==> src/rtl/qst_pkg.sv <==
`timescale 1ns / 1ps
package qst_pkg;

  typedef enum logic [1:0] {
    KIND_KEY        = 2'd0,
    KIND_VALUE      = 2'd1,
    KIND_PAIR_END   = 2'd2,
    KIND_STRING_END = 2'd3
  } kind_t;

  typedef enum logic [1:0] {
    DEC_WAIT = 2'd0,
    DEC_SEP  = 2'd1,
    DEC_EQ   = 2'd2,
    DEC_BYTE = 2'd3
  } dec_t;

  typedef struct packed {
    logic [7:0] in_byte;
    logic       in_last;
  } in_item_t;

  typedef struct packed {
    logic [7:0] out_byte;
    kind_t      item_kind;
  } out_item_t;

  // Patterns as seen by the classifier; lengths are already clamped.
  typedef struct packed {
    logic [31:0] sep_bytes;
    logic [2:0]  sep_len;
    logic [31:0] eq_bytes;
    logic [2:0]  eq_len;
  } match_cfg_t;

  localparam logic [2:0] REG_SEP_BYTES  = 3'd0;
  localparam logic [2:0] REG_SEP_LENGTH = 3'd1;
  localparam logic [2:0] REG_EQ_BYTES   = 3'd2;
  localparam logic [2:0] REG_EQ_LENGTH  = 3'd3;
  localparam logic [2:0] REG_PART_LIMIT = 3'd4;

  localparam logic [31:0] SEP_BYTES_RESET  = 32'h0000_0026;
  localparam logic [2:0]  SEP_LENGTH_RESET = 3'd1;
  localparam logic [31:0] EQ_BYTES_RESET   = 32'h0000_003D;
  localparam logic [2:0]  EQ_LENGTH_RESET  = 3'd1;
  localparam logic [15:0] PART_LIMIT_RESET = 16'd1000;

endpackage

==> src/rtl/qst_stream_if.sv <==
`timescale 1ns / 1ps
interface qst_stream_if #(
  parameter type item_t = logic
);
  logic  valid;
  logic  ready;
  item_t data;

  modport source (output valid, output data, input ready);
  modport sink (input valid, input data, output ready);
endinterface

==> src/rtl/qst_classify.sv <==
`timescale 1ns / 1ps
module qst_classify
  import qst_pkg::*;
#(
  parameter int WIN_DEPTH = 8
) (
  input  logic [WIN_DEPTH-1:0][7:0]     win,
  input  logic [$clog2(WIN_DEPTH+1)-1:0] count,
  input  match_cfg_t                    cfg,
  input  logic                          flush,
  input  logic                          value_part,
  output dec_t                          dec
);

  localparam int CAP = (WIN_DEPTH / 2 < 4) ? WIN_DEPTH / 2 : 4;
  localparam int CW  = $clog2(WIN_DEPTH + 1);
  localparam int PW  = (WIN_DEPTH > 1) ? $clog2(WIN_DEPTH) : 1;

  typedef enum logic [1:0] {
    MATCH_NONE = 2'd0,
    MATCH_PART = 2'd1,
    MATCH_FULL = 2'd2
  } match_t;

  // Missing bytes always form a tail of the pattern, so a mismatch among the
  // bytes present decides the result regardless of what is still to come.
  function automatic match_t match_at(input logic [WIN_DEPTH-1:0][7:0] w,
                                      input logic [CW-1:0] n,
                                      input logic [31:0] pat,
                                      input logic [2:0] len,
                                      input int off,
                                      input logic fl);
    logic mism;
    logic miss;
    int   pos;
    mism = 1'b0;
    miss = 1'b0;
    for (int i = 0; i < CAP; i++) begin
      pos = off + i;
      if (3'(i) < len) begin
        if (pos >= int'(n)) begin
          miss = 1'b1;
        end else if (w[pos[PW-1:0]] != pat[8*i +: 8]) begin
          mism = 1'b1;
        end
      end
    end
    if (mism) return MATCH_NONE;
    if (miss) return fl ? MATCH_NONE : MATCH_PART;
    return MATCH_FULL;
  endfunction

  match_t sep_head;
  match_t eq_head;
  logic   sep_inside_full;
  logic   sep_inside_part;

  always_comb begin
    match_t t;
    sep_head = match_at(win, count, cfg.sep_bytes, cfg.sep_len, 0, flush);
    eq_head  = match_at(win, count, cfg.eq_bytes, cfg.eq_len, 0, flush);
    sep_inside_full = 1'b0;
    sep_inside_part = 1'b0;
    // A separator that starts inside the divider occurrence wins over it.
    for (int k = 1; k < CAP; k++) begin
      t = match_at(win, count, cfg.sep_bytes, cfg.sep_len, k, flush);
      if (3'(k) < cfg.eq_len) begin
        if (t == MATCH_FULL) sep_inside_full = 1'b1;
        if (t == MATCH_PART) sep_inside_part = 1'b1;
      end
    end
  end

  always_comb begin
    if (sep_head == MATCH_FULL) begin
      dec = DEC_SEP;
    end else if (sep_head == MATCH_PART) begin
      dec = DEC_WAIT;
    end else if (value_part) begin
      dec = DEC_BYTE;
    end else if (eq_head == MATCH_PART) begin
      dec = DEC_WAIT;
    end else if (eq_head == MATCH_NONE) begin
      dec = DEC_BYTE;
    end else if (sep_inside_full) begin
      dec = DEC_BYTE;
    end else if (sep_inside_part) begin
      dec = DEC_WAIT;
    end else begin
      dec = DEC_EQ;
    end
  end

endmodule

==> src/rtl/query_string_tokenizer_core.sv <==
`timescale 1ns / 1ps
// Query string tokenizer. Bytes of a query string arrive on the raw channel,
// one per transfer, with in_last on the final byte. Tagged items leave on the
// token channel: key bytes, value bytes, a pair end after each non-empty part
// and a string end after the final byte. Separator, divider and part limit
// are set through the APB port, which must be written only while the block is
// idle; the block itself does not enforce this. A write abandons any string in
// progress. Incoming bytes go into a window of 2*MATCH_MAX bytes. One decision
// a cycle is taken on the oldest byte (content, divider or separator) while the
// token slot is free and no partial match makes it wait, so the sustained rate
// is one byte per cycle; a transferred byte passes through the window register
// and then the token output register. After a final byte the raw channel pauses
// while the rest of the window is decided, one decision a cycle, and while the
// pair end and string end items are issued.
// Reset loads the default registers (ampersand, equals sign, 1000 parts) and
// clears all per-string state. When the receiver stalls, the output register
// holds its item and decisions stop; the window keeps taking bytes until it is
// full, then raw.ready drops.
module query_string_tokenizer_core
  import qst_pkg::*;
#(
  parameter int MATCH_MAX = 4
) (
  input  logic        clk,
  input  logic        rst,
  qst_stream_if.sink   raw,
  qst_stream_if.source token,
  input  logic        psel,
  input  logic        penable,
  input  logic        pwrite,
  input  logic [4:0]  paddr,
  input  logic [31:0] pwdata,
  output logic [31:0] prdata,
  output logic        pready
);

  localparam int CAP = (MATCH_MAX < 4) ? MATCH_MAX : 4;
  localparam int WIN = 2 * MATCH_MAX;
  localparam int CW  = $clog2(WIN + 1);
  localparam int PW  = (WIN > 1) ? $clog2(WIN) : 1;

  function automatic logic [2:0] eff_len(input logic [2:0] len);
    if (len == 3'd0) return 3'd1;
    if (len > 3'(CAP)) return 3'(CAP);
    return len;
  endfunction

  // Configuration registers
  logic [31:0] sep_bytes;
  logic [2:0]  sep_length;
  logic [31:0] eq_bytes;
  logic [2:0]  eq_length;
  logic [15:0] part_limit;

  logic       cfg_wr;
  logic [2:0] cfg_idx;
  logic       cfg_hit;

  assign cfg_wr  = psel && penable && pwrite;
  assign cfg_idx = paddr[4:2];
  assign pready  = 1'b1;

  always_comb begin
    unique case (cfg_idx)
      REG_SEP_BYTES, REG_SEP_LENGTH, REG_EQ_BYTES, REG_EQ_LENGTH,
      REG_PART_LIMIT: cfg_hit = cfg_wr;
      default:        cfg_hit = 1'b0;
    endcase
  end

  always_ff @(posedge clk) begin
    if (rst) begin
      sep_bytes  <= SEP_BYTES_RESET;
      sep_length <= SEP_LENGTH_RESET;
      eq_bytes   <= EQ_BYTES_RESET;
      eq_length  <= EQ_LENGTH_RESET;
      part_limit <= PART_LIMIT_RESET;
    end else if (cfg_wr) begin
      unique case (cfg_idx)
        REG_SEP_BYTES:  sep_bytes  <= pwdata;
        REG_SEP_LENGTH: sep_length <= pwdata[2:0];
        REG_EQ_BYTES:   eq_bytes   <= pwdata;
        REG_EQ_LENGTH:  eq_length  <= pwdata[2:0];
        REG_PART_LIMIT: part_limit <= pwdata[15:0];
        default: ;
      endcase
    end
  end

  always_comb begin
    unique case (cfg_idx)
      REG_SEP_BYTES:  prdata = sep_bytes;
      REG_SEP_LENGTH: prdata = {29'd0, sep_length};
      REG_EQ_BYTES:   prdata = eq_bytes;
      REG_EQ_LENGTH:  prdata = {29'd0, eq_length};
      REG_PART_LIMIT: prdata = {16'd0, part_limit};
      default:        prdata = 32'd0;
    endcase
  end

  // Per-string state
  logic [WIN-1:0][7:0] win;
  logic [CW-1:0]       cnt;
  logic                value_part;
  logic                part_nonempty;
  logic                part_begun;
  logic [15:0]         parts_seen;
  logic                limit_reached;
  logic                flush_pending;
  logic                tok_valid;
  out_item_t           tok_item;

  logic [WIN-1:0][7:0] win_next;
  logic [CW-1:0]       cnt_next;
  logic                value_part_next;
  logic                part_nonempty_next;
  logic                part_begun_next;
  logic [15:0]         parts_seen_next;
  logic                limit_reached_next;
  logic                flush_pending_next;

  match_cfg_t match_cfg;
  dec_t       dec;
  logic [2:0] sep_eff;
  logic [2:0] eq_eff;

  assign sep_eff             = eff_len(sep_length);
  assign eq_eff              = eff_len(eq_length);
  assign match_cfg.sep_bytes = sep_bytes;
  assign match_cfg.sep_len   = sep_eff;
  assign match_cfg.eq_bytes  = eq_bytes;
  assign match_cfg.eq_len    = eq_eff;

  qst_classify #(
    .WIN_DEPTH(WIN)
  ) u_classify (
    .win       (win),
    .count     (cnt),
    .cfg       (match_cfg),
    .flush     (flush_pending),
    .value_part(value_part),
    .dec       (dec)
  );

  logic      slot_free;
  logic      raw_fire;
  logic      active;
  logic      begin_now;
  logic      limit_hit;
  logic      decide;
  logic      finish;
  logic      restart;
  logic      append;
  logic      emit;
  out_item_t emit_item;
  logic [2:0]    drop;
  logic [CW-1:0] kept;

  assign slot_free   = !tok_valid || token.ready;
  assign raw.ready   = !flush_pending && (cnt < CW'(WIN));
  assign raw_fire    = raw.valid && raw.ready;
  assign token.valid = tok_valid;
  assign token.data  = tok_item;

  assign active    = slot_free && (cnt != '0) && !limit_reached;
  assign begin_now = active && !part_begun;
  assign limit_hit = begin_now && (part_limit != 16'd0) && (parts_seen >= part_limit);
  assign decide    = active && !limit_hit && (dec != DEC_WAIT);
  assign finish    = slot_free && flush_pending && (cnt == '0);

  always_comb begin
    value_part_next    = value_part;
    part_nonempty_next = part_nonempty;
    part_begun_next    = part_begun;
    parts_seen_next    = parts_seen;
    limit_reached_next = limit_reached;
    flush_pending_next = flush_pending;
    emit               = 1'b0;
    emit_item          = '{out_byte: 8'd0, item_kind: KIND_KEY};
    drop               = 3'd0;
    restart            = cfg_hit;

    // Counting a new part comes before the decision on its first byte.
    if (begin_now && !limit_hit) begin
      part_begun_next = 1'b1;
      if (parts_seen != 16'hFFFF) parts_seen_next = parts_seen + 16'd1;
    end
    if (limit_hit) limit_reached_next = 1'b1;

    if (decide) begin
      unique case (dec)
        DEC_SEP: begin
          if (part_nonempty) begin
            emit      = 1'b1;
            emit_item = '{out_byte: 8'd0, item_kind: KIND_PAIR_END};
          end
          drop               = sep_eff;
          value_part_next    = 1'b0;
          part_nonempty_next = 1'b0;
          part_begun_next    = 1'b0;
        end
        DEC_EQ: begin
          drop               = eq_eff;
          value_part_next    = 1'b1;
          part_nonempty_next = 1'b1;
        end
        DEC_BYTE: begin
          emit               = 1'b1;
          emit_item          = '{out_byte: win[0],
                                 item_kind: value_part ? KIND_VALUE : KIND_KEY};
          drop               = 3'd1;
          part_nonempty_next = 1'b1;
        end
        default: ;
      endcase
    end

    // End of string: the open pair is closed first, then the string end.
    if (finish) begin
      emit = 1'b1;
      if (part_nonempty && !limit_reached) begin
        emit_item          = '{out_byte: 8'd0, item_kind: KIND_PAIR_END};
        part_nonempty_next = 1'b0;
      end else begin
        emit_item = '{out_byte: 8'd0, item_kind: KIND_STRING_END};
        restart   = 1'b1;
      end
    end

    if (raw_fire && raw.data.in_last) flush_pending_next = 1'b1;

    if (restart) begin
      value_part_next    = 1'b0;
      part_nonempty_next = 1'b0;
      part_begun_next    = 1'b0;
      parts_seen_next    = 16'd0;
      limit_reached_next = 1'b0;
      flush_pending_next = 1'b0;
    end
  end

  // Bytes that arrive once the limit has stopped the string are discarded.
  assign append = raw_fire && !limit_reached && !limit_hit && !restart;
  assign kept   = (restart || limit_hit) ? '0 : cnt - CW'(drop);

  always_comb begin
    for (int j = 0; j < WIN; j++) begin
      if (append && (kept == CW'(j))) begin
        win_next[j] = raw.data.in_byte;
      end else if (j + int'(drop) < WIN) begin
        win_next[j] = win[PW'(j + int'(drop))];
      end else begin
        win_next[j] = win[j];
      end
    end
    cnt_next = kept + CW'(append);
  end

  always_ff @(posedge clk) begin
    if (rst) begin
      cnt           <= '0;
      value_part    <= 1'b0;
      part_nonempty <= 1'b0;
      part_begun    <= 1'b0;
      parts_seen    <= 16'd0;
      limit_reached <= 1'b0;
      flush_pending <= 1'b0;
      tok_valid     <= 1'b0;
    end else begin
      cnt           <= cnt_next;
      value_part    <= value_part_next;
      part_nonempty <= part_nonempty_next;
      part_begun    <= part_begun_next;
      parts_seen    <= parts_seen_next;
      limit_reached <= limit_reached_next;
      flush_pending <= flush_pending_next;
      if (slot_free) tok_valid <= emit;
    end
  end

  always_ff @(posedge clk) begin
    win <= win_next;
    if (slot_free) tok_item <= emit_item;
  end

endmodule

==> src/flat_wrapper.sv <==
// flat-port wrapper written by rule: the top's interface ports become plain ports
module query_string_tokenizer_core_flat import qst_pkg::*;
#(
  parameter int MATCH_MAX = 4
)
  (clk, rst, psel, penable, pwrite, paddr, pwdata, prdata, pready, raw_valid, raw_data, raw_ready, token_valid, token_data, token_ready);
  qst_stream_if #(.item_t(in_item_t)) raw_i ();
  qst_stream_if #(.item_t(out_item_t)) token_i ();
  input  logic clk;
  input  logic rst;
  input  logic psel;
  input  logic penable;
  input  logic pwrite;
  input  logic [4:0] paddr;
  input  logic [31:0] pwdata;
  output logic [31:0] prdata;
  output logic pready;
  input wire logic [$bits(raw_i.valid)-1:0] raw_valid;
  input wire logic [$bits(raw_i.data)-1:0] raw_data;
  output wire logic [$bits(raw_i.ready)-1:0] raw_ready;
  output wire logic [$bits(token_i.valid)-1:0] token_valid;
  output wire logic [$bits(token_i.data)-1:0] token_data;
  input wire logic [$bits(token_i.ready)-1:0] token_ready;
  assign raw_i.valid = raw_valid;
  assign raw_i.data = raw_data;
  assign raw_ready = raw_i.ready;
  assign token_valid = token_i.valid;
  assign token_data = token_i.data;
  assign token_i.ready = token_ready;
  query_string_tokenizer_core #(.MATCH_MAX(MATCH_MAX)) u_core (.clk(clk), .rst(rst), .raw(raw_i), .token(token_i), .psel(psel), .penable(penable), .pwrite(pwrite), .paddr(paddr), .pwdata(pwdata), .prdata(prdata), .pready(pready));
endmodule
==> config.mk <==
export PLATFORM = sky130hd
export DESIGN_NAME = query_string_tokenizer_core_flat
export DESIGN_NICKNAME = d
export VERILOG_FILES = /design/src/rtl/qst_pkg.sv /design/src/rtl/qst_stream_if.sv /design/src/rtl/qst_classify.sv /design/src/rtl/query_string_tokenizer_core.sv /design/src/flat_wrapper.sv
export SDC_FILE = /design/constraint.sdc
export NUM_CORES = 1
export LEC_CHECK = 0
export BUFFER_PORTS_ARGS = -buffer_cell sky130_fd_sc_hd__buf_2
export CORE_MARGIN = 5
export CORE_UTILIZATION = 40
export DETAILED_ROUTE_END_ITERATION = 6
export PLACE_DENSITY = 0.54
export SETUP_SLACK_MARGIN = 0.3
export SYNTH_ARGS = -nofsm -noshare
export SYNTH_HDL_FRONTEND = slang
export SYNTH_HIERARCHICAL = 1
export SYNTH_SLANG_ARGS = --single-unit
==> constraint.sdc <==
create_clock -name clk -period 7.1 [get_ports clk]
set_input_delay 0.355 -clock clk [delete_from_list [all_inputs] [get_ports clk]]
set_output_delay 0.355 -clock clk [all_outputs]
set_load 0.01 [all_outputs]
==> results of run 1 <==
worst reg2reg max path, delay by kind of cell, from the launching register on:
kind	cells	cell delay [ns]
compound gates	8	1.91
xor+xnor	1	0.53
fa+ha+maj	2	0.61
buf+inv	3	0.58
flops	1	0.39
simple gates	7	1.94
how the worst min path moves through the flow:
stage                            to  slack (ns)                start
2_1_floorplan     u_core/value_part        0.45    u_core/value_part
4_1_cts        u_core/flush_pending        0.11          raw_data[0]
3_5_place_dp     u_core/eq_bytes[6]        0.47   u_core/eq_bytes[6]
3_3_place_gp    u_core/eq_bytes[27]        0.48  u_core/eq_bytes[27]
6_report       u_core/sep_bytes[19]        0.14           pwdata[19]
5_1_grt        u_core/sep_bytes[16]        0.13           pwdata[16]
state kept, by name, indices dropped and copies added (netlist names):
register	cells
u_core/win	64
u_core/eq_bytes	32
u_core/sep_bytes	32
u_core/part_limit	16
u_core/parts_seen	16
u_core/token.data	10
u_core/cnt	4
u_core/eq_length	3
u_core/sep_length	3
u_core/flush_pending	1
u_core/limit_reached	1
u_core/part_begun	1
u_core/part_nonempty	1
u_core/token.valid	1
u_core/value_part	1
synth_stat cells (6+ instances only):
cell type / count / area share, %
o21ai_0: 38 / 1.4
mux2i_1: 47 / 3.5
o22ai_1: 32 / 1.5
a2bb2oi_1: 8 / 0.53
edfxtp_1: 66 / 15
a211oi_1: 13 / 0.74
inv_1: 34 / 0.96
mux2_2: 68 / 5.8
buf_2: 12 / 0.45
o2bb2ai_1: 8 / 0.53
a21o_1: 7 / 0.40
buf_1: 16 / 0.45
xor2_1: 154 / 10
ha_1: 33 / 3.1
nand3_1: 23 / 0.87
nor2_1: 104 / 2.9
nand2_1: 222 / 6.3
o211ai_1: 8 / 0.45
dfxtp_1: 120 / 18
nor4_1: 41 / 1.9
nor2b_1: 11 / 0.52
mux4_2: 32 / 5.4
and2_1: 18 / 0.85
a22o_1: 18 / 1.2
nand4_1: 15 / 0.71
a31oi_1: 6 / 0.28
a21oi_1: 123 / 4.6
nor3_1: 19 / 0.72
clkbuf_1: 68 / 1.9
a221oi_1: 23 / 1.5
xnor2_1: 20 / 1.3
per-stage QoR:
stage	total power (W)	util [%]	cell area (um2)	hold WS [ns]
after floorplan	0.00426	-	13300	0.450
after global routing	0.00652	45.1	14700	0.129
after CTS	0.00614	45.0	14700	0.113
after global placement	0.00507	43.2	14100	0.476
final	0.00615	45.1	14700	0.139
after detailed placement	0.00512	43.2	14100	0.474
repair_timing:
action	4_1_cts	5_1_grt
gates resized for setup	0	2
buffers inserted	0	2
endpoints found under the setup margin	0	33
per-layer routing:
layer	vias up	routed length (um)	share of wire, %	GRT usage, %
met2	415	20300	46	38.3
met5	-	0	0	0
li1	5446	-	-	-
met4	0	815	1.9	5.79
met3	62	2950	6.7	5.22
met1	5569	19700	45	32.0
where the power goes:
| group | internal [W] | total (W) | leakage (nW) | switching, W |
|---|---|---|---|---|
| registers | 0.00148 | 0.00209 | 1.64 | 0.000608 |
| clock network | 0.000521 | 0.00100 | 0.295 | 0.000480 |
| logic | 0.00151 | 0.00306 | 3.62 | 0.00154 |
cells by family after synthesis:
| kind of cell | synth area share [%] |
|---|---|
| xor gates and xnor gates | 11.8 |
| buffers and inverters | 4.40 |
| muxes | 14.7 |
| adders and majority gates | 3.41 |
| other | 0.0283 |
| AOI/OAI and AO/OA | 15.2 |
| and+or+nand+nor | 17.3 |
| DFF | 33.0 |
layout make-up:
cell class / instances / area [um2] / share of cell area [%]
tap: 442 / 553 / 3.76
clock inverter: 13 / 143 / 0.970
multi-input combinational: 1163 / 8350 / 56.8
inverter: 36 / 138 / 0.936
sequential: 186 / 4380 / 29.8
clock buffer: 19 / 454 / 3.09
timing repair buffer: 122 / 681 / 4.63
==> impl_results.md, run 1 <==
* Most used DFF post-synth: dfxtp_1
* Hold Crit Class: in2reg
* Fraction of registers with async set/reset at 0%
* Synth Warn # at 6
* DP Cell Count at slightly below 2,000
* Cell family with most CP delay: simple AND/OR/NAND/NOR gates
* Post-synthesis register bit count at roughly 190
* # nets final at between 1,500 and 2,000
* H-tree Lvls at 4
* Slowest stage delay, CP at roughly 0.60 ns
* Clock latency on the worst-skew pair at 0.47 ns
* Post-route ant nets at 0
* Sink Count at 186
* Vias per cell at 5.80
* Core Footprint at ~0.033 mm2
* Slowest stage cell, crit path: nor2b_1
* Final hold vios at 0
* Total Routing Usage GR at between 20% and 30%
* Width of the die at 192 um
* Maxcap violations at 0
* Pre-CTS setup slack at ~0.84 ns
* WP data required at about 7.2 ns
* Maximum VDD drop at around 330 uV
* P per Cell Area at 418 mW/mm2
* RSZ-0062 raised after global routing: false
* Post-synthesis cell type count at 80
* FF-to-FF path depth at 21
* Worst setup EP type: flip-flop
* WL/cell at between 20 and 25 um
* Syn avg cell area at around 8.9 um2
* Fill cell count at ~3,300
* Largest net degree at the start of global routing at 77
* Worst-case clock buffer depth at 2
* TritonCTS Buffers at 17
* IO buf count at 94
* Worst Max-Slew Pin Slew at approximately 1.0 ns
* GP Congestion at ~0.91
* Flop2flop setup slack at just under 0.8 ns
* Run status: finished, final reports clean
* Post-Syn Nets at between 1,500 and 2,000
* CP Class: reg2reg
* Hold-fix buffers, CTS at 0
* First-pass GRT wire length at between 60,000 and 70,000 um
* Most common cell after layout, fill and taps aside: nand2_1
* Final cell count without fillers at just under 2,000
* Slew margin rel. at approximately 32%
* # rows at 66
* Antenna violations before repair at 1
* Crit path to: u_core/win[9]
* Setup TNS at 0 ns
* Synth Cell Area at ~0.013 mm2
* Iter 0 DRT Violations at 1,041
* Final Slew Violations at 0
* Fmax at about 0.16 GHz
* Via count at about 11,000
* Io pins at around 100
* Most frequent cells in the layout: nand2_1, xor2_1, a21oi_1
* Seq/Total Area, Yosys at between 30% and 40%
* Setup crit start kind: flip-flop
* DRT Wirelength at around 44,000 um
* WHS Path Cells at 3
* Share of layout cells above drive strength 1 at about a fifth
* TritonCTS clock tree: yes
* HPWL Detailed at between 30,000 and 40,000 um
* Grt ovf at 0
* Period utilisation layout at 89.0%
* P_leak at roughly 5.6 nW
* Critical Path AT at 6.43 ns
* Final worst-path setup slack at just under 0.8 ns
* Synth Instances at ~1,500
* FF-to-FF End: u_core/win[9]
* Initial Util at about two fifths
* Number of global-route vias before repair at between 10,000 and 15,000
* Drt drc at 0
* Critical-path maximum fanout at 10
* CP Buf/Inv Count at 3
* Crit path from: u_core/sep_length[1]
* Stages on worst setup path at 21
* Worst r2r src: u_core/sep_length[1]
* Ant diodes at 0
* Min Tclk post-route at approximately 6.3 ns
* Area grow syn2layout at 10.8%
* Die ar. at approximately 0.037 mm2
* Chip height at just under 200 um
* Reg clk slew, reported paths at about 0.07 ns
* 1st-pass router iterations at 5
* Critical path, cell by cell: nor2b_1, or2_4, nor2_1, a211oi_1, a211oi_2, a32oi_1, o211ai_1, a211oi_1, inv_1, ha_1, a22o_1, nand2_1, ha_1, a21o_1, a21o_1, xor2_1, nand3_1, buf_4, nor3_2, buf_4, nand3b_1
* Worst Skew at between 0.01 and 0.015 ns
* # setup viols final at 0
* Clk root buf: clkbuf_16
* Post-synth EDFFs at between 60 and 70
No activity file was read; power rests on OpenSTA's default activity.
==> run 2: changes to the inputs <==
Settings changed: CORE_MARGIN 5 to 1.
==> run 2 against run 1 <==
Effect of this change:
- die area shrank 8.2%
- routed wire length up 0.11%
- critical endpoint is now u_core/win[23]
- clock skew fell by 0.00096 ns
- via count is 0.42% higher
==> impl_results.md, run 2 (synthesis gave the netlist of run 1 again) <==
* Run status: finished, final reports clean
* Top reg by flops: u_core/win
* Maximum VDD drop at 299 uV
* Slowest stage delay, CP at roughly 0.72 ns
* H-tree Lvls at 4
* P_leak at 5.55 nW
* Register area at 0.00438 mm2
* Reg clk slew, reported paths at roughly 0.080 ns
* Met2 Track Usage GR at ~42%
* Pre-CTS setup slack at around 0.94 ns
* Hold-fix buffers, CTS at 0
* Critical path, cell by cell: inv_1, a21oi_1, a21oi_2, a211oi_1, nor2_1, a32oi_1, o211ai_1, a211oi_1, inv_1, ha_1, nor3_4, buf_4, nand2b_2, inv_4, ha_1, inv_1, fa_1, xnor2_1, and3_1, nand3_1, and2_1, a221oi_1
* Hold Crit Class: in2reg
* Ant diodes at 0
* Min Tclk post-route at 6.38 ns
* P per Cell Area at 419 mW/mm2
* Grt ovf at 0
* Grt met3 use at approximately 4.5%
* Post-CTS Setup Bufs at 0
* Fmax at 0.157 GHz
* # setup viols final at 0
* Io pins at 98
* Period utilisation layout at around nine tenths
* HPWL Detailed at around 33,000 um
* Worst setup EP type: flip-flop
* GP Congestion at around 0.93
* Clk root buf: clkbuf_16
* TritonCTS Buffers at 17
* Power after layout at ~0.0061 W
* CP Class: reg2reg
* Area grow syn2layout at 10.6%
* DRT Wirelength at ~44,000 um
* First-pass GRT wire length at 67,900 um
* Fill cell count at approximately 3,200
* Area of the multi-input gates at 0.00835 mm2
* Antenna violations before repair at 1
* GRT Max-Usage Layer: met2
* Maxcap violations at 0
* Chip height at ~180 um
* Post-route ant nets at 0
* Slowest stage cell, crit path: a21oi_1
* # rows at 66
* Total Routing Usage GR at around a quarter
* Top cell by count, worst path: inv_1
* # nets final at ~1,600
* Critical-path maximum fanout at 10
* Clock latency on the worst-skew pair at about 0.46 ns
* Slew margin rel. at between 30 and 40%
* WP data required at around 7.4 ns
* Width of the die at 184 um
* Biggest regs: u_core/win (64), u_core/eq_bytes (32), u_core/sep_bytes (32)
* Final cell count without fillers at 1,980
* DP Cell Count at 1,948
* Worst Skew at 0.0123 ns
* Worst-case clock buffer depth at 2
* Setup crit start kind: flip-flop
* Share of layout cells above drive strength 1 at 18.7%
* IO buf count at 94
* Resized cells post-CTS at 0
* Final Slew Violations at 0
* Sink Count at roughly 190
* Final hold vios at 0
* Core Footprint at 0.0326 mm2
* Worst Max-Slew Pin Slew at 1.03 ns
* Met1 GRT Util at between 30% and 40%
* Initial Util at between 40% and 50%
* WL/cell at 22.1 um
* Die ar. at between 0.03 and 0.04 mm2
* Vias per cell at slightly below 6
* TritonCTS clock tree: yes
* RSZ-0062 raised after global routing: false
* 1st-pass router iterations at 7
* Number of global-route vias before repair at 11,200
* Via count at 11,500
* Setup TNS at 0 ns
* Iter 0 DRT Violations at about 1,100
* Drt drc at 0
* FF-to-FF path depth at 22
* Max FFs per register at 64
* Most common cell after layout, fill and taps aside: nand2_1
* Final worst-path setup slack at between 0.7 and 0.8 ns
* Most frequent cells in the layout: nand2_1, xor2_1, a21oi_1
* Critical Path AT at about 6.6 ns
* WHS Path Cells at 3
* Largest net degree at the start of global routing at 77
## run 2: cell count changes in the layout (fill, tap and decap cells not counted), sizes merged
cell / delta
clkbuf: -2
buf: -1
clkinv: +4
inv: -2
## run 2: worst paths after layout
path / from / to / slack [ns]
setup reg to reg: u_core/sep_length[0] / u_core/win[23] / 0.72
setup / recovery: u_core/sep_length[0] / u_core/win[23] / 0.72
hold reg to reg: u_core/eq_bytes[11] / u_core/eq_bytes[11] / 0.48
hold / removal: pwdata[30] / u_core/eq_bytes[30] / 0.15
## run 2: cell type report
class	count	area share, %
Inverter	36	0.938
Clock inverter	15	0.955
Clock buffer	17	2.90
Tap cell	442	3.77
Multi-Input combinational cell	1163	56.9
Sequential cell	186	29.9
Timing Repair Buffer	121	4.67
## run 2: per-layer routing
metal	share of wire, %	vias up
met5	0	-
met4	2.8	0
met3	6.2	89
met2	45	436
met1	46	5578
li1	-	5437
## run 2: power breakdown
group	leakage, nW	switching (W)	total, W	internal [W]
Combinational	3.62	0.00155	0.00308	0.00152
Sequential	1.64	0.000623	0.00210	0.00148
Clock	0.288	0.000469	0.000962	0.000493
Total	5.55	0.00264	0.00614	0.00350
## run 2: critical path: cells and delay by family (launching register included)
family,cells,cell delay (ns)
compound gates,7,2.59
simple gates,6,1.44
fa+ha+maj,3,0.82
buf+inv,5,0.51
xor+xnor,1,0.48
flops,1,0.33
## run 2: per-stage QoR
step,hold slack [ns],util (%),instance area [um2]
after floorplan,0.450,-,13300
after global placement,0.472,43.3,14100
after detailed placement,0.476,43.3,14100
after CTS,0.125,45.0,14700
after global routing,0.147,45.0,14700
final,0.146,45.0,14700
==> run 3: changes to the inputs <==
Settings changed: ABC_CLOCK_PERIOD_IN_PS from default to 7100, PLACE_DENSITY 0.54 to default, PLACE_DENSITY_LB_ADDON from default to 0.1.
==> run 3 against run 2 <==
Effect of this change:
- combinational power up 1%
- non-clock buffer count down 1
- sequential share of layout area down 0.079 points
- total power up 1.9%
- sequential power about the same
- die area unchanged
- global-route usage up 0.95 points
- first-iteration DRC count up 13%
- register-to-register slack better by 0.04 ns
- critical path depth unchanged
- maximum frequency up 0.71%
- critical path type unchanged
==> impl_results.md, run 3 (synthesis gave the netlist of run 1 again) <==
* Run status: finished, final reports clean
* Final hold vios at 0
* WL/cell at about 23 um
* Final Cell Area at 0.0147 mm2
* Pint at about 0.0036 W
* Stages on worst setup path at 22
* First-pass GRT wire length at 69,500 um
* IO buf count at between 90 and 100
* Worst Skew at approximately 0.014 ns
* P_leak at between 5 and 6 nW
* Seq pwr share at around 34%
* Sink Count at 186
* Clk root buf: clkbuf_16
* Maximum VDD drop at 349 uV
* Worst setup EP type: flip-flop
* Maxcap violations at 0
* Iter 0 DRT Violations at ~1,200
* Slowest stage delay, CP at around 0.66 ns
* Post-route ant nets at 0
* Pre-CTS setup slack at between 0.6 and 0.7 ns
* Max FFs per register at 64
* Critical Path AT at approximately 6.6 ns
* TritonCTS Buffers at 17
* Antenna violations before repair at 0
* Min Tclk post-route at approximately 6.3 ns
* Area grow syn2layout at 10.9%
* Biggest regs: u_core/win (64), u_core/eq_bytes (32), u_core/sep_bytes (32)
* Die ar. at 0.0339 mm2
* Power after layout at 0.00626 W
* 1st-pass router iterations at 5
* Hold endpoint: u_core/sep_bytes[18]
* Period utilisation layout at 89.3%
* GP Congestion at 0.913
* WP data required at between 7 and 8 ns
* Hold Crit Class: in2reg
* Clock Power Share at 16.1%
* H-tree Lvls at 4
* Initial Util at just over 40%
* Fill cell count at 3,250
* Post-CTS Setup Bufs at 0
* Clock latency on the worst-skew pair at ~0.46 ns
* Ant diodes at 0
* Slew margin rel. at about 28%
* # rows at 66
* TritonCTS clock tree: yes
* Fmax at around 0.16 GHz
* CP Class: reg2reg
* FF-to-FF path depth at 22
* Psw at between 0.002 and 0.003 W
* DRT Wirelength at roughly 46,000 um
* Grt ovf at 0
* WHS Path Cells at 3
* Vias per cell at 5.92
* Number of global-route vias before repair at between 10,000 and 15,000
* Most common cell after layout, fill and taps aside: nand2_1
* Share of layout cells above drive strength 1 at 18.8%
* Via count at around 12,000
* WHS at roughly 0.14 ns
* Total Routing Usage GR at 27.4%
* Worst r2r src: u_core/sep_length[2]
* HPWL Detailed at ~34,000 um
* Worst Max-Slew Pin Slew at 1.07 ns
* Slowest stage cell, crit path: dfxtp_1
* Logic pwr share at about 50%
* Width of the die at around 180 um
* Core Footprint at approximately 0.033 mm2
* Critical path, cell by cell: nor2b_1, or2_4, nor2_1, a221oi_1, nor4_2, a22oi_1, and4b_1, a211oi_1, inv_1, ha_1, nor3_4, buf_4, nand2b_2, inv_4, ha_1, inv_1, fa_1, xnor2_2, and3_1, nand3_1, and2_1, a221oi_1
* P per Cell Area at around 430 mW/mm2
* # nets final at 1,611
* Hold_sp: pwdata[18]
* Top reg by flops: u_core/win
* CP Buf/Inv Count at 4
* # setup viols final at 0
* Reg clk slew, reported paths at roughly 0.070 ns
* Drt drc at 0
* Setup TNS at 0 ns
* Chip height at between 150 and 200 um
* Cell family with most CP delay: simple AND/OR/NAND/NOR gates
* Most frequent cells in the layout: nand2_1, xor2_1, a21oi_1
* Sw frac at 43.3%
* Final worst-path setup slack at about 0.76 ns
* Critical-path maximum fanout at 13
* Worst-case clock buffer depth at 2
* FF-to-FF End: u_core/win[22]
* Post-DP Area at approximately 0.014 mm2
* Io pins at between 90 and 100
* Largest net degree at the start of global routing at 78
* Setup crit start kind: flip-flop
* Flop2flop setup slack at about 0.76 ns
* Final Slew Violations at 0
* RSZ-0062 raised after global routing: false
## run 3: per-layer routing
layer | vias to the layer above | track usage (%) | part of all wire [%]
li1 | 5420 | - | -
met1 | 5785 | 38.3 | 46
met2 | 440 | 43.2 | 45
met3 | 61 | 3.60 | 5.8
met4 | 0 | 9.60 | 2.8
met5 | - | 0 | 0
## run 3: worst max-delay path by stage
stage                              start        endpoint  slack (ns)
CTS                 u_core/sep_length[2]  u_core/win[11]        0.65
global placement    u_core/sep_length[2]  u_core/win[10]        0.82
finish              u_core/sep_length[2]  u_core/win[22]        0.76
detailed placement  u_core/sep_length[2]  u_core/win[11]        0.68
global route        u_core/sep_length[2]  u_core/win[11]        0.35
floorplan                 u_core/win[26]  u_core/win[10]        1.15
## run 3: power by group through the flow
| stage | clock network, W | registers, W | logic (W) |
|---|---|---|---|
| floorplan | 0 | 0.00176 | 0.00250 |
| global placement | 0 | 0.00213 | 0.00301 |
| detailed placement | 0 | 0.00212 | 0.00305 |
| CTS | 0.00103 | 0.00211 | 0.00306 |
| global route | 0.00107 | 0.00213 | 0.00340 |
| finish | 0.00101 | 0.00213 | 0.00312 |
## run 3: stage by stage
step | cells | utilization, %
CTS | 1979 | 45.0
detailed placement | 1947 | 43.2
global route | 1979 | 45.1
global placement | 1947 | 43.2
floorplan | 1488 | -
finish | 1979 | 45.1
## run 3: area by class of cell
| cell class | count | area (um2) | share of cell area [%] |
|---|---|---|---|
| inverter | 36 | 138 | 0.935 |
| clock inverter | 12 | 138 | 0.935 |
| tap | 442 | 553 | 3.76 |
| multi-input combinational | 1163 | 8370 | 56.9 |
| sequential | 186 | 4380 | 29.8 |
| timing repair buffer | 120 | 666 | 4.52 |
| clock buffer | 20 | 468 | 3.18 |
## run 3: timing repair
| item | in CTS | in global routing |
|---|---|---|
| gates resized for setup | 0 | 3 |
| hold buffers | 0 | 0 |
| setup endpoints to repair | 0 | 36 |
## run 3: worst reg2reg max path, stage by stage (launching register included)
cell and delay (ns):
dfxtp_1 0.66, nor2b_1 0.29, or2_4 0.34, nor2_1 0.25, a221oi_1 0.12, nor4_2 0.30, a22oi_1 0.15, and4b_1 0.23
a211oi_1 0.44, inv_1 0.13, ha_1 0.27, nor3_4 0.21, buf_4 0.19, nand2b_2 0.10, inv_4 0.06, ha_1 0.12
inv_1 0.05, fa_1 0.43, xnor2_2 0.34, and3_1 0.23, nand3_1 0.40, and2_1 0.47, a221oi_1 0.35
